### src/rtl/tcc_pkg.sv
// Shared types and constants for the text console cursor controller.
// No dependencies; imported by every module of the block.
package tcc_pkg;

  localparam int COORD_BITS = 13;               // cursor column / pixel row width
  localparam int CELL_BITS  = 12;               // scaled cell size (7b x 5b)
  localparam int PROD_BITS  = COORD_BITS + CELL_BITS;
  localparam int CFG_IDX_BITS = 3;
  localparam int CFG_DATA_BITS = 32;
  localparam int QDEPTH     = 2;
  localparam int QPTR_BITS  = $clog2(QDEPTH);
  localparam int QCNT_BITS  = $clog2(QDEPTH + 1);

  // register indexes
  localparam logic [CFG_IDX_BITS-1:0] REG_GLYPH_WIDTH  = 3'd0;
  localparam logic [CFG_IDX_BITS-1:0] REG_GLYPH_HEIGHT = 3'd1;
  localparam logic [CFG_IDX_BITS-1:0] REG_GLYPH_SCALE  = 3'd2;
  localparam logic [CFG_IDX_BITS-1:0] REG_SCREEN_W     = 3'd3;
  localparam logic [CFG_IDX_BITS-1:0] REG_SCREEN_H     = 3'd4;
  localparam logic [CFG_IDX_BITS-1:0] REG_SCROLL_MODE  = 3'd5;
  localparam logic [CFG_IDX_BITS-1:0] REG_BG_COLOR     = 3'd6;

  // register reset values
  localparam logic [6:0]            GW_RST   = 7'd8;
  localparam logic [6:0]            GH_RST   = 7'd16;
  localparam logic [4:0]            GS_RST   = 5'd1;
  localparam logic [COORD_BITS-1:0] SW_RST   = 13'd1024;
  localparam logic [COORD_BITS-1:0] SH_RST   = 13'd768;
  localparam logic [COORD_BITS-1:0] MODE_RST = 13'd0;
  localparam logic [CFG_DATA_BITS-1:0] NO_FILL = 32'hFF00_0000;

  // character codes
  localparam logic [7:0] CH_BEL   = 8'h07;
  localparam logic [7:0] CH_BS    = 8'h08;
  localparam logic [7:0] CH_TAB   = 8'h09;
  localparam logic [7:0] CH_LF    = 8'h0A;
  localparam logic [7:0] CH_VT    = 8'h0B;
  localparam logic [7:0] CH_FF    = 8'h0C;
  localparam logic [7:0] CH_CR    = 8'h0D;
  localparam logic [7:0] CH_ESC   = 8'h1B;
  localparam logic [7:0] CH_SPACE = 8'h20;
  localparam logic [7:0] CH_DEL   = 8'h7F;
  localparam logic [7:0] CH_NEL   = 8'h85;

  // result kinds
  localparam logic [1:0] K_RENDER = 2'd0;
  localparam logic [1:0] K_SCROLL = 2'd1;
  localparam logic [1:0] K_WIPE   = 2'd2;
  localparam logic [1:0] K_CLEAR  = 2'd3;

  typedef enum logic [3:0] {
    OP_NOP, OP_CR, OP_BS, OP_NEL, OP_LF, OP_VT, OP_TAB, OP_CLEAR, OP_PRINT
  } op_t;

  typedef enum logic [2:0] {
    B_IDLE, B_RENDER, B_NL, B_CLEAR, B_FLUSH
  } bstate_t;

  typedef struct packed {
    op_t        op;
    logic [7:0] glyph;
  } cmd_t;

  typedef struct packed {
    logic [CELL_BITS-1:0]  cw;     // scaled cell width
    logic [CELL_BITS-1:0]  ch;     // scaled cell height
    logic [COORD_BITS-1:0] sw;
    logic [COORD_BITS-1:0] sh;
    logic [COORD_BITS-1:0] mode;
    logic                  fill;
  } cfg_t;

  typedef struct packed {
    logic [1:0]            kind;
    logic [7:0]            glyph;
    logic [COORD_BITS-1:0] column;
    logic [COORD_BITS-1:0] line_top;
    logic [COORD_BITS-1:0] rows;
    logic [COORD_BITS-1:0] step;
    logic                  fill;
    logic                  last;
  } res_t;

endpackage

### src/rtl/tcc_front.sv
// Front end: takes input bytes, classifies them into commands and queues them.
// Depends on tcc_pkg.
module tcc_front
  import tcc_pkg::*;
(
  input  logic       clk,
  input  logic       rst_n,
  input  logic       in_tvalid,
  output logic       in_tready,
  input  logic [7:0] in_tdata,   // [7:0] char_code
  output logic       cmd_valid,
  input  logic       cmd_pop,
  output cmd_t       cmd
);

  cmd_t                 q_r [QDEPTH];
  logic [QPTR_BITS-1:0] wr_ptr_r, rd_ptr_r;
  logic [QCNT_BITS-1:0] cnt_r;
  op_t                  op_dec;
  logic                 push, pop;

  always_comb begin
    unique case (in_tdata) inside
      CH_ESC, CH_DEL, CH_BEL: op_dec = OP_NOP;
      CH_NEL:                 op_dec = OP_NEL;
      CH_FF:                  op_dec = OP_CLEAR;
      CH_BS:                  op_dec = OP_BS;
      CH_CR:                  op_dec = OP_CR;
      CH_VT:                  op_dec = OP_VT;
      CH_LF:                  op_dec = OP_LF;
      CH_TAB:                 op_dec = OP_TAB;
      default:                op_dec = OP_PRINT;
    endcase
  end

  assign in_tready = (cnt_r != QCNT_BITS'(QDEPTH));
  assign push      = in_tvalid && in_tready;
  assign cmd_valid = (cnt_r != '0);
  assign pop       = cmd_pop && cmd_valid;
  assign cmd       = q_r[rd_ptr_r];

  always_ff @(posedge clk) begin
    if (push) begin
      q_r[wr_ptr_r] <= '{op: op_dec, glyph: in_tdata};
    end
  end

  always_ff @(posedge clk) begin
    if (!rst_n) begin
      wr_ptr_r <= '0;
      rd_ptr_r <= '0;
      cnt_r    <= '0;
    end else begin
      if (push) wr_ptr_r <= wr_ptr_r + 1'b1;
      if (pop)  rd_ptr_r <= rd_ptr_r + 1'b1;
      case ({push, pop})
        2'b10:   cnt_r <= cnt_r + 1'b1;
        2'b01:   cnt_r <= cnt_r - 1'b1;
        default: cnt_r <= cnt_r;
      endcase
    end
  end

`ifndef SYNTH
  a_cnt_bound: assert property (@(posedge clk) disable iff (!rst_n)
    cnt_r <= QCNT_BITS'(QDEPTH))
    else $error("queue count over depth");
  a_pop_only: assert property (@(posedge clk) disable iff (!rst_n)
    (pop && !push) |=> cnt_r == $past(cnt_r) - 1'b1)
    else $error("queue count not reduced on pop");
  a_empty_push: assert property (@(posedge clk) disable iff (!rst_n)
    (cnt_r == '0 && push) |=> (cmd_valid && cmd.op == $past(op_dec)))
    else $error("queued command lost");
`endif

endmodule

### src/rtl/tcc_back.sv
// Back end: sequencer that carries out queued commands, keeps cursor state
// and drives the result channel through a pending stage and output register.
// Depends on tcc_pkg.
module tcc_back
  import tcc_pkg::*;
#(
  parameter int TAB_SPACES = 8,
  parameter int VTAB_LINES = 6
)(
  input  logic        clk,
  input  logic        rst_n,
  input  cfg_t        cfg,
  input  logic        cmd_valid,
  output logic        cmd_pop,
  input  cmd_t        cmd,
  output logic        out_tvalid,
  input  logic        out_tready,
  output logic [63:0] out_tdata,
  output logic [1:0]  out_tuser,
  output logic        out_tlast
);

  localparam int REP_MAX  = (TAB_SPACES > VTAB_LINES) ? TAB_SPACES : VTAB_LINES;
  localparam int REP_BITS = $clog2(REP_MAX + 1);

  bstate_t               state_r, state_nxt;
  logic [COORD_BITS-1:0] col_r, col_nxt, top_r, top_nxt;
  logic [REP_BITS-1:0]   rep_r, rep_nxt;
  logic [7:0]            glyph_r, glyph_nxt;
  logic                  is_glyph_r, is_glyph_nxt;
  res_t                  pend_r, pend_nxt, out_r, out_nxt, new_res;
  logic                  pend_v_r, pend_v_nxt, out_v_r, out_v_nxt;

  logic                  out_free, emit, stall, rep_done;
  logic [COORD_BITS-1:0] col_inc;
  logic [PROD_BITS-1:0]  prod;
  logic [COORD_BITS:0]   x_lim;
  logic                  crossed;
  logic signed [15:0]    sl_s;
  logic                  no_scroll;
  logic [COORD_BITS-1:0] sl_sat, nt, top_plus;
  logic [COORD_BITS:0]   nt_s;
  logic                  mode_is_ch, mode_is_h, mode_zero;

  // wrap test for the column after a glyph
  assign col_inc = col_r + 1'b1;
  assign prod    = {{CELL_BITS{1'b0}}, col_inc} * {{COORD_BITS{1'b0}}, cfg.cw};
  assign x_lim   = {1'b0, cfg.sw} - {2'b00, cfg.cw};
  assign crossed = x_lim[COORD_BITS] ||
                   (prod > {{(PROD_BITS-COORD_BITS){1'b0}}, x_lim[COORD_BITS-1:0]});

  // newline arithmetic: overflow amount, saturated scroll and new top
  assign sl_s      = $signed({3'b000, top_r}) + $signed({3'b000, cfg.ch, 1'b0})
                   - $signed({3'b000, cfg.sh});
  assign no_scroll = sl_s[15] || (sl_s == '0);
  assign sl_sat    = (sl_s[14:13] != 2'b00) ? '1 : sl_s[COORD_BITS-1:0];
  assign nt_s      = {1'b0, cfg.sh} - {2'b00, cfg.ch};
  assign nt        = nt_s[COORD_BITS] ? '0 : nt_s[COORD_BITS-1:0];
  assign top_plus  = top_r + {1'b0, cfg.ch};
  assign mode_zero  = (cfg.mode == '0);
  assign mode_is_ch = (cfg.mode == {1'b0, cfg.ch});
  assign mode_is_h  = (cfg.mode == cfg.sh);

  assign out_free = !out_v_r || out_tready;
  assign rep_done = (rep_r == REP_BITS'(1));

  always_comb begin
    new_res = '0;
    emit    = 1'b0;
    unique case (state_r)
      B_RENDER: begin
        emit           = 1'b1;
        new_res.kind   = K_RENDER;
        new_res.glyph  = glyph_r;
        new_res.column = col_r;
        new_res.line_top = top_r;
      end
      B_CLEAR: begin
        emit           = 1'b1;
        new_res.kind   = K_CLEAR;
        new_res.column = col_r;
        new_res.line_top = top_r;
      end
      B_NL: begin
        emit           = !no_scroll && !mode_zero;
        new_res.column = col_r;
        new_res.fill   = cfg.fill;
        if (mode_is_ch) begin
          new_res.kind     = K_SCROLL;
          new_res.line_top = nt;
          new_res.rows     = sl_sat;
          new_res.step     = sl_sat;
        end else if (mode_is_h) begin
          new_res.kind     = K_WIPE;
        end else begin
          new_res.kind     = K_SCROLL;
          new_res.line_top = nt;
          new_res.rows     = sl_sat;
          new_res.step     = cfg.mode;
        end
      end
      default: begin
        emit = 1'b0;
      end
    endcase
    stall = (emit && pend_v_r && !out_free) ||
            (state_r == B_FLUSH && pend_v_r && !out_free);
  end

  assign cmd_pop = (state_r == B_IDLE) && cmd_valid;

  // sequencer: next state, cursor state and result staging
  always_comb begin
    state_nxt    = state_r;
    col_nxt      = col_r;
    top_nxt      = top_r;
    rep_nxt      = rep_r;
    glyph_nxt    = glyph_r;
    is_glyph_nxt = is_glyph_r;
    pend_nxt     = pend_r;
    pend_v_nxt   = pend_v_r;
    out_nxt      = out_r;
    out_v_nxt    = out_v_r && !out_tready;

    if (!stall) begin
      if (emit) begin
        pend_nxt   = new_res;
        pend_v_nxt = 1'b1;
        if (pend_v_r) begin
          out_nxt      = pend_r;
          out_nxt.last = 1'b0;
          out_v_nxt    = 1'b1;
        end
      end

      unique case (state_r)
        B_IDLE: begin
          if (cmd_valid) begin
            unique case (cmd.op)
              OP_CR: col_nxt = '0;
              OP_BS: begin
                if (col_r != '0) col_nxt = col_r - 1'b1;
              end
              OP_NEL: begin
                col_nxt      = '0;
                rep_nxt      = REP_BITS'(1);
                is_glyph_nxt = 1'b0;
                state_nxt    = B_NL;
              end
              OP_LF: begin
                rep_nxt      = REP_BITS'(1);
                is_glyph_nxt = 1'b0;
                state_nxt    = B_NL;
              end
              OP_VT: begin
                rep_nxt      = REP_BITS'(VTAB_LINES);
                is_glyph_nxt = 1'b0;
                state_nxt    = B_NL;
              end
              OP_TAB: begin
                rep_nxt      = REP_BITS'(TAB_SPACES);
                glyph_nxt    = CH_SPACE;
                is_glyph_nxt = 1'b1;
                state_nxt    = B_RENDER;
              end
              OP_PRINT: begin
                rep_nxt      = REP_BITS'(1);
                glyph_nxt    = cmd.glyph;
                is_glyph_nxt = 1'b1;
                state_nxt    = B_RENDER;
              end
              OP_CLEAR: state_nxt = B_CLEAR;
              default:  state_nxt = B_IDLE;   // ignored codes
            endcase
          end
        end
        B_RENDER: begin
          if (crossed) begin
            col_nxt   = '0;
            state_nxt = B_NL;               // rep counted down after the newline
          end else begin
            col_nxt = col_inc;
            if (rep_done) state_nxt = B_FLUSH;
            else          rep_nxt   = rep_r - 1'b1;
          end
        end
        B_NL: begin
          if (no_scroll)                    top_nxt = top_plus;
          else if (mode_zero || (!mode_is_ch && mode_is_h)) top_nxt = '0;
          else                              top_nxt = nt;
          if (rep_done) begin
            state_nxt = B_FLUSH;
          end else begin
            rep_nxt = rep_r - 1'b1;
            if (is_glyph_r) state_nxt = B_RENDER;
          end
        end
        B_CLEAR: state_nxt = B_FLUSH;
        B_FLUSH: begin
          if (pend_v_r) begin
            out_nxt      = pend_r;
            out_nxt.last = 1'b1;
            out_v_nxt    = 1'b1;
            pend_v_nxt   = 1'b0;
          end
          state_nxt = B_IDLE;
        end
        default: state_nxt = B_IDLE;
      endcase
    end
  end

  always_ff @(posedge clk) begin
    if (!rst_n) begin
      state_r    <= B_IDLE;
      col_r      <= '0;
      top_r      <= '0;
      rep_r      <= '0;
      is_glyph_r <= 1'b0;
      pend_v_r   <= 1'b0;
      out_v_r    <= 1'b0;
    end else begin
      state_r    <= state_nxt;
      col_r      <= col_nxt;
      top_r      <= top_nxt;
      rep_r      <= rep_nxt;
      is_glyph_r <= is_glyph_nxt;
      pend_v_r   <= pend_v_nxt;
      out_v_r    <= out_v_nxt;
    end
  end

  always_ff @(posedge clk) begin
    glyph_r <= glyph_nxt;
    pend_r  <= pend_nxt;
    out_r   <= out_nxt;
  end

  assign out_tvalid = out_v_r;
  assign out_tuser  = out_r.kind;
  assign out_tlast  = out_r.last;
  assign out_tdata  = {3'b000, out_r.fill, out_r.step, out_r.rows,
                       out_r.line_top, out_r.column, out_r.glyph};

`ifndef SYNTH
  a_idle_no_pend: assert property (@(posedge clk) disable iff (!rst_n)
    (state_r == B_IDLE) |-> !pend_v_r)
    else $error("pending result left behind at end of item");
  a_rep_live: assert property (@(posedge clk) disable iff (!rst_n)
    (state_r == B_RENDER || state_r == B_NL) |-> (rep_r != '0))
    else $error("repeat count exhausted while busy");
  a_wipe_top: assert property (@(posedge clk) disable iff (!rst_n)
    (out_v_r && out_r.kind == K_WIPE) |-> (out_r.line_top == '0 && out_r.rows == '0))
    else $error("wipe result with nonzero top or rows");
  a_render_nofill: assert property (@(posedge clk) disable iff (!rst_n)
    (out_v_r && out_r.kind == K_RENDER) |-> (!out_r.fill && out_r.step == '0))
    else $error("render result with scroll fields set");
`endif

endmodule

### src/rtl/text_console_cursor_control.sv
// Top level of the text console cursor controller: configuration registers,
// front end (tcc_front) and back end (tcc_back). Depends on tcc_pkg.
//
// Usage:
//  - in_*  : one character byte per transfer (in_tdata[7:0]).
//  - out_* : render / scroll / wipe / clear commands; out_tuser is the kind,
//            out_tlast marks the final command caused by one input byte.
//  - cfg_* : register writes (index 0..6), always ready; write only while
//            the block is idle. Index 7 is ignored.
//  Flow: a printable byte passes the command queue, the sequencer state, the
//  pending stage and the output register. Unless the output stalls, the back
//  end runs one step per cycle: ignored codes, CR and backspace take the idle
//  step alone; a printed byte, LF, form feed, VT or tab add a render, newline
//  or clear step per glyph or line, a newline step on each wrap, and a flush.
//  The sequencer sets the item rate; a two-entry queue takes input meanwhile.
//  Reset: cursor column and line top go to 0, registers to their defaults,
//  both queues empty. No clearing pass.
//  Stall: when out_tready is low the output register holds its command and
//  the sequencer waits; the queue fills, then in_tready drops.
module text_console_cursor_control
  import tcc_pkg::*;
#(
  parameter int TAB_SPACES = 8,   // 1..16
  parameter int VTAB_LINES = 6    // 1..16
)(
  input  logic                     clk,
  input  logic                     rst_n,
  // input byte channel
  input  logic                     in_tvalid,
  output logic                     in_tready,
  input  logic [7:0]               in_tdata,    // [7:0] char_code
  // result channel
  output logic                     out_tvalid,
  input  logic                     out_tready,
  output logic [63:0]              out_tdata,   // [7:0] glyph, [20:8] column,
                                                // [33:21] line_top, [46:34] scroll_rows,
                                                // [59:47] scroll_step, [60] fill_background,
                                                // [63:61] zero
  output logic [1:0]               out_tuser,   // [1:0] kind
  output logic                     out_tlast,   // last
  // configuration write channel
  input  logic                     cfg_valid,
  output logic                     cfg_ready,
  input  logic [CFG_IDX_BITS-1:0]  cfg_index,
  input  logic [CFG_DATA_BITS-1:0] cfg_data
);

  logic [6:0]            gw_r, gh_r;
  logic [4:0]            gs_r;
  logic [COORD_BITS-1:0] sw_r, sh_r, mode_r;
  logic                  fill_r;
  logic [CELL_BITS-1:0]  cw_r, ch_r;
  cfg_t                  cfg;
  cmd_t                  cmd;
  logic                  cmd_valid, cmd_pop;

  assign cfg_ready = 1'b1;

  // register file; background color kept only as its fill flag
  always_ff @(posedge clk) begin
    if (!rst_n) begin
      gw_r   <= GW_RST;
      gh_r   <= GH_RST;
      gs_r   <= GS_RST;
      sw_r   <= SW_RST;
      sh_r   <= SH_RST;
      mode_r <= MODE_RST;
      fill_r <= 1'b0;
    end else if (cfg_valid && cfg_ready) begin
      unique case (cfg_index)
        REG_GLYPH_WIDTH:  gw_r   <= cfg_data[6:0];
        REG_GLYPH_HEIGHT: gh_r   <= cfg_data[6:0];
        REG_GLYPH_SCALE:  gs_r   <= cfg_data[4:0];
        REG_SCREEN_W:     sw_r   <= cfg_data[COORD_BITS-1:0];
        REG_SCREEN_H:     sh_r   <= cfg_data[COORD_BITS-1:0];
        REG_SCROLL_MODE:  mode_r <= cfg_data[COORD_BITS-1:0];
        REG_BG_COLOR:     fill_r <= (cfg_data != NO_FILL);
        default:          ;
      endcase
    end
  end

  // scaled cell size, registered from the glyph size and scale registers
  always_ff @(posedge clk) begin
    if (!rst_n) begin
      cw_r <= CELL_BITS'(GW_RST);
      ch_r <= CELL_BITS'(GH_RST);
    end else begin
      cw_r <= {5'b0, gw_r} * {7'b0, gs_r};
      ch_r <= {5'b0, gh_r} * {7'b0, gs_r};
    end
  end

  assign cfg = '{cw: cw_r, ch: ch_r, sw: sw_r, sh: sh_r, mode: mode_r, fill: fill_r};

  tcc_front u_front (
    .clk       (clk),
    .rst_n     (rst_n),
    .in_tvalid (in_tvalid),
    .in_tready (in_tready),
    .in_tdata  (in_tdata),
    .cmd_valid (cmd_valid),
    .cmd_pop   (cmd_pop),
    .cmd       (cmd)
  );

  tcc_back #(
    .TAB_SPACES (TAB_SPACES),
    .VTAB_LINES (VTAB_LINES)
  ) u_back (
    .clk        (clk),
    .rst_n      (rst_n),
    .cfg        (cfg),
    .cmd_valid  (cmd_valid),
    .cmd_pop    (cmd_pop),
    .cmd        (cmd),
    .out_tvalid (out_tvalid),
    .out_tready (out_tready),
    .out_tdata  (out_tdata),
    .out_tuser  (out_tuser),
    .out_tlast  (out_tlast)
  );

endmodule

### config.mk
export PLATFORM = sky130hd
export DESIGN_NAME = text_console_cursor_control
export DESIGN_NICKNAME = d
export VERILOG_FILES = /design/src/rtl/tcc_pkg.sv /design/src/rtl/tcc_front.sv /design/src/rtl/tcc_back.sv /design/src/rtl/text_console_cursor_control.sv
export SDC_FILE = /design/constraint.sdc
export NUM_CORES = 1
export LEC_CHECK = 0
export ABC_AREA = 1
export BUFFER_PORTS_ARGS = -buffer_cell sky130_fd_sc_hd__clkbuf_2
export CAP_MARGIN = 20
export CORE_UTILIZATION = 35
export DETAILED_ROUTE_END_ITERATION = 7
export GPL_ROUTABILITY_DRIVEN = 0
export HOLD_SLACK_MARGIN = 0.03
export PLACE_DENSITY_LB_ADDON = 0.12
export SYNTH_ARGS = -nofsm -noshare
export SYNTH_HDL_FRONTEND = slang
export SYNTH_HIERARCHICAL = 1
export SYNTH_SLANG_ARGS = --single-unit
### constraint.sdc
create_clock -name clk -period 9.35 [get_ports clk]
set_clock_uncertainty 0.1 [all_clocks]
set_input_delay 0.935 -clock clk [delete_from_list [all_inputs] [get_ports clk]]
set_output_delay 0.935 -clock clk [all_outputs]
set_load 0.02 [all_outputs]
==> summary by stage <==
Status
The run finished, with violations left. The checks that failed: DRC.

Finish
The area added between synthesis and finish is 10.05%. Cells with a size suffix above 1 make up 8.653% of the layout. After the last flow step, the layout net total stands at 3482.

The count of inserted antenna diode cells is 0. The final core utilization is 39.03%.

Yosys
The mean cell area of the mapped netlist is 7.713 um^2. In this run the cell area of the synthesized design comes to 0.02340 mm^2. Of the total synthesized cell area, the portion taken by XOR and XNOR cells is 2.208%. The share of Yosys cell area claimed by the top area cell type is 20.40%. The flip-flop and latch count after synthesis is 283. The number of instances in the synthesized netlist is 3034. The post-synthesis simple-gate area fraction is 22.17%.

By count the netlist is led by sky130_fd_sc_hd__nand2_1, sky130_fd_sc_hd__inv_1, sky130_fd_sc_hd__nor2_1. Yosys mapped a number of flops with a built-in enable equal to 159. The yosys synthesis warning count is 6. The prevailing post-synth register cell is sky130_fd_sc_hd__edfxtp_1. The largest total area in the synthesized netlist belongs to sky130_fd_sc_hd__edfxtp_1. The fraction of registers with async set or reset after synthesis is 0%. The dominant cell by count in the synthesized netlist is sky130_fd_sc_hd__nand2_1. By area the synthesized netlist is led by sky130_fd_sc_hd__edfxtp_1, sky130_fd_sc_hd__fa_1, sky130_fd_sc_hd__nand2_1. The mux share of post-synthesis cell area is 0.6202%.

The arithmetic-cell share of the synthesized area counting full adders, half adders and majority gates is 22.49%. The share of the yosys chip area belonging to registers is 31.01%. By area, the combinational part of the netlist is dominated by adder cells.

The number of different library cells in the post-synthesis netlist is 52. The compound-gate portion of the synthesized area is 10.38%.

Timing
After layout, the minimum clock period comes to 7887 ps. The final-layout setup total negative slack is 0 ps. Setup repair after global routing left no endpoint under its margin. Setup violations remaining at the end of the flow were counted as 0. Timing would allow up to 126.8 MHz.

The count of final hold-check violations is 0. At the pin with the least slew margin, the transition time is 948.0 ps. Of the available clock period, the critical path in the final layout requires 84.35%. The final number of max-transition violations came to 0.

Measured against its own limit, the worst slew margin works out to 36.62%.

Floorplanning
The initial cell density of the core is 35.47%. The floorplan step defined a die boundary enclosing 0.06790 mm^2. The die is 260.6 um wide. The die extent in y is 260.6 um. The core box area is 0.06598 mm^2.

118 I/O pins were placed. The number of rows in the core area is 94.

Detailed routing
The wire length after detailed routing is 64800 um. The final route contains 19529 vias. The number of DRC markers after the initial detailed-route iteration is 1363. The via density per instance is 4.887.

The pre-antenna-repair detailed-routing pass consisted of 8 iterations. In the routed design, unresolved DRC markers number 26. The routed wirelength normalized by instance count is 16.21 um.

In this run the remaining antenna-violating nets after routing total 0.

Setup path
The most numerous cell type found on the critical path is sky130_fd_sc_hd__inv_1. The cell with the largest stage delay on the worst path is sky130_fd_sc_hd__fa_1. STA classifies the critical path endpoint as a register. The kind of start point of the critical path is a register. In this run the register-to-register setup slack is 1460 ps.

The worst endpoint required time is 9770 ps. The classification of the worst setup path is register to register. The largest incremental delay on the critical path is 560 ps. On the critical path the largest part of the delay comes from adder cells.

The largest fanout on the critical path is 14. The worst endpoint data arrival time is 8300 ps. The critical path contains buffers and inverters numbering 7 combined.

Clock network
The H-tree depth is 1. The clock insertion delay at the later pin of the skew report is 590 ps. CTS saw 283 sinks.

The post-cts hold buffer count is 0. The post-CTS setup buffer count is 0. Gates resized during post-CTS repair numbered 0. In this run, CTS created clock tree buffers numbering 31.

After clock tree synthesis, the clock-pin slew on the worst setup and hold paths is 60 ps. The clock tree from TritonCTS is yes. The clock tree buffer depth is 3. In this run the clock root is driven by a sky130_fd_sc_hd__clkbuf_16.

Min path
The path class of the tightest hold or removal check is register to register.

Pwr
The leakage component of the power is 0.01291 uW. The power density relative to cell area is 208.9 mW/mm^2. The peak ir drop on the vdd network is 163.9 uV.

Job
The tool flagged a number of max-cap violations equal to 0.

Place
The count of port buffers added during placement is 113. The estimated wirelength of the detail-placed design is 50880 um.

Global routing
The number of global-route vias before repair is 19276. The largest net degree at the start of global routing is 91. The number of antenna violations at the first check in global routing is 0. The total grt overflow is 0. The first global-routing pass estimated 104600 um of wire.

The overall global routing resource usage is 19.31%.
-- layout make-up --
cell class	count	area, um^2
Inverter	576	2162
Clock buffer	39	835.8
Timing Repair Buffer	122	651.9
Tap cell	864	1081
Multi-Input combinational cell	2093	13570
Fill cell	6867	40230
Sequential cell	283	7258
Clock inverter	19	196.4
-- layout by cell type (no fill, tap or decap), types with 5 or more instances in the layout --
cell type                     n
sky130_fd_sc_hd__a21oi_1    222
sky130_fd_sc_hd__a21oi_2     18
sky130_fd_sc_hd__buf_4        8
sky130_fd_sc_hd__clkbuf_1     5
sky130_fd_sc_hd__clkbuf_16   31
sky130_fd_sc_hd__clkbuf_2   112
sky130_fd_sc_hd__clkinv_1     9
sky130_fd_sc_hd__dfxtp_1    123
sky130_fd_sc_hd__edfxtp_1   159
sky130_fd_sc_hd__fa_1       156
sky130_fd_sc_hd__ha_1       171
sky130_fd_sc_hd__inv_1      554
sky130_fd_sc_hd__inv_2       19
sky130_fd_sc_hd__mux2_2      12
sky130_fd_sc_hd__nand2_1    722
sky130_fd_sc_hd__nand2_2     11
sky130_fd_sc_hd__nand3_1     99
sky130_fd_sc_hd__nand3_2      7
sky130_fd_sc_hd__nand3b_1    11
sky130_fd_sc_hd__nand4_1     30
sky130_fd_sc_hd__nor2_1     311
sky130_fd_sc_hd__nor2_2      12
sky130_fd_sc_hd__nor2_4       5
sky130_fd_sc_hd__nor3_1      15
sky130_fd_sc_hd__nor4_1      13
sky130_fd_sc_hd__o211ai_1    10
sky130_fd_sc_hd__o21ai_0     82
sky130_fd_sc_hd__o21ai_1     47
sky130_fd_sc_hd__o21bai_1     6
sky130_fd_sc_hd__o22ai_1     30
sky130_fd_sc_hd__or2_2        6
sky130_fd_sc_hd__xnor2_1     16
sky130_fd_sc_hd__xor2_1      43
-- kinds of logic after synthesis --
group                    after synthesis
buffers and inverters                660
flip-flops                           283
XOR/XNOR                              59
AO/OA/AOI/OAI                        441
AND/OR/NAND/NOR                     1249
other                                  2
multiplexers                          13
adder cells (fa/ha/maj)              327
-- per-stage QoR --
stage / hold WS, ps / setup WS (ps) / std cells / power [uW] / cell area [um^2]
after floorplan: 331.5 / 2641 / 3036 / 3493 / 23410
after global placement: 339.6 / 1535 / 3935 / 4110 / 24680
after detailed placement: 358.0 / 1508 / 3936 / 4144 / 24700
after CTS: 367.8 / 1466 / 3994 / 5426 / 25740
after global routing: 399.0 / 590.3 / 3996 / 5787 / 25750
final: 363.8 / 1463 / 3996 / 5379 / 25750
-- worst reg2reg max path, delay by kind of cell (launching register included) --
kind,cells,cell delay [ps]
and+or+nand+nor,16,2330
adders and majority gates,8,3500
xor gates and xnor gates,1,160
buffers and inverters,7,630
AOI/OAI and AO/OA,3,560
DFF,1,550
-- final timing paths --
path | cells after the start | from | end
worst max-delay path | 35 | u_back/col_r[0]$_SDFFE_PN0P_ | u_back/col_r[5]$_SDFFE_PN0P_
worst min-delay path | 1 | u_front/rd_ptr_r$_SDFFE_PN0P_ | register
worst max register to register | 35 | u_back/col_r[0]$_SDFFE_PN0P_ | u_back/col_r[5]$_SDFFE_PN0P_
worst min register to register | 1 | u_front/rd_ptr_r$_SDFFE_PN0P_ | register
-- report_power, final --
part / switching, uW / internal, uW / total (uW)
Sequential: 174 / 1690 / 1870
Combinational: 1560 / 690 / 2250
Clock: 517 / 738 / 1260
Total: 2260 / 3120 / 5380
-- per-layer routing --
layer | share of wire, % | vias up | global-route usage, %
met4 | 2.4 | 0 | 5.019
met1 | 46 | 9176 | 26.55
li1 | - | 9752 | -
met5 | 0 | - | 0
met3 | 5.3 | 91 | 2.448
met2 | 46 | 510 | 31.91
(Power assumes the default switching activity.)
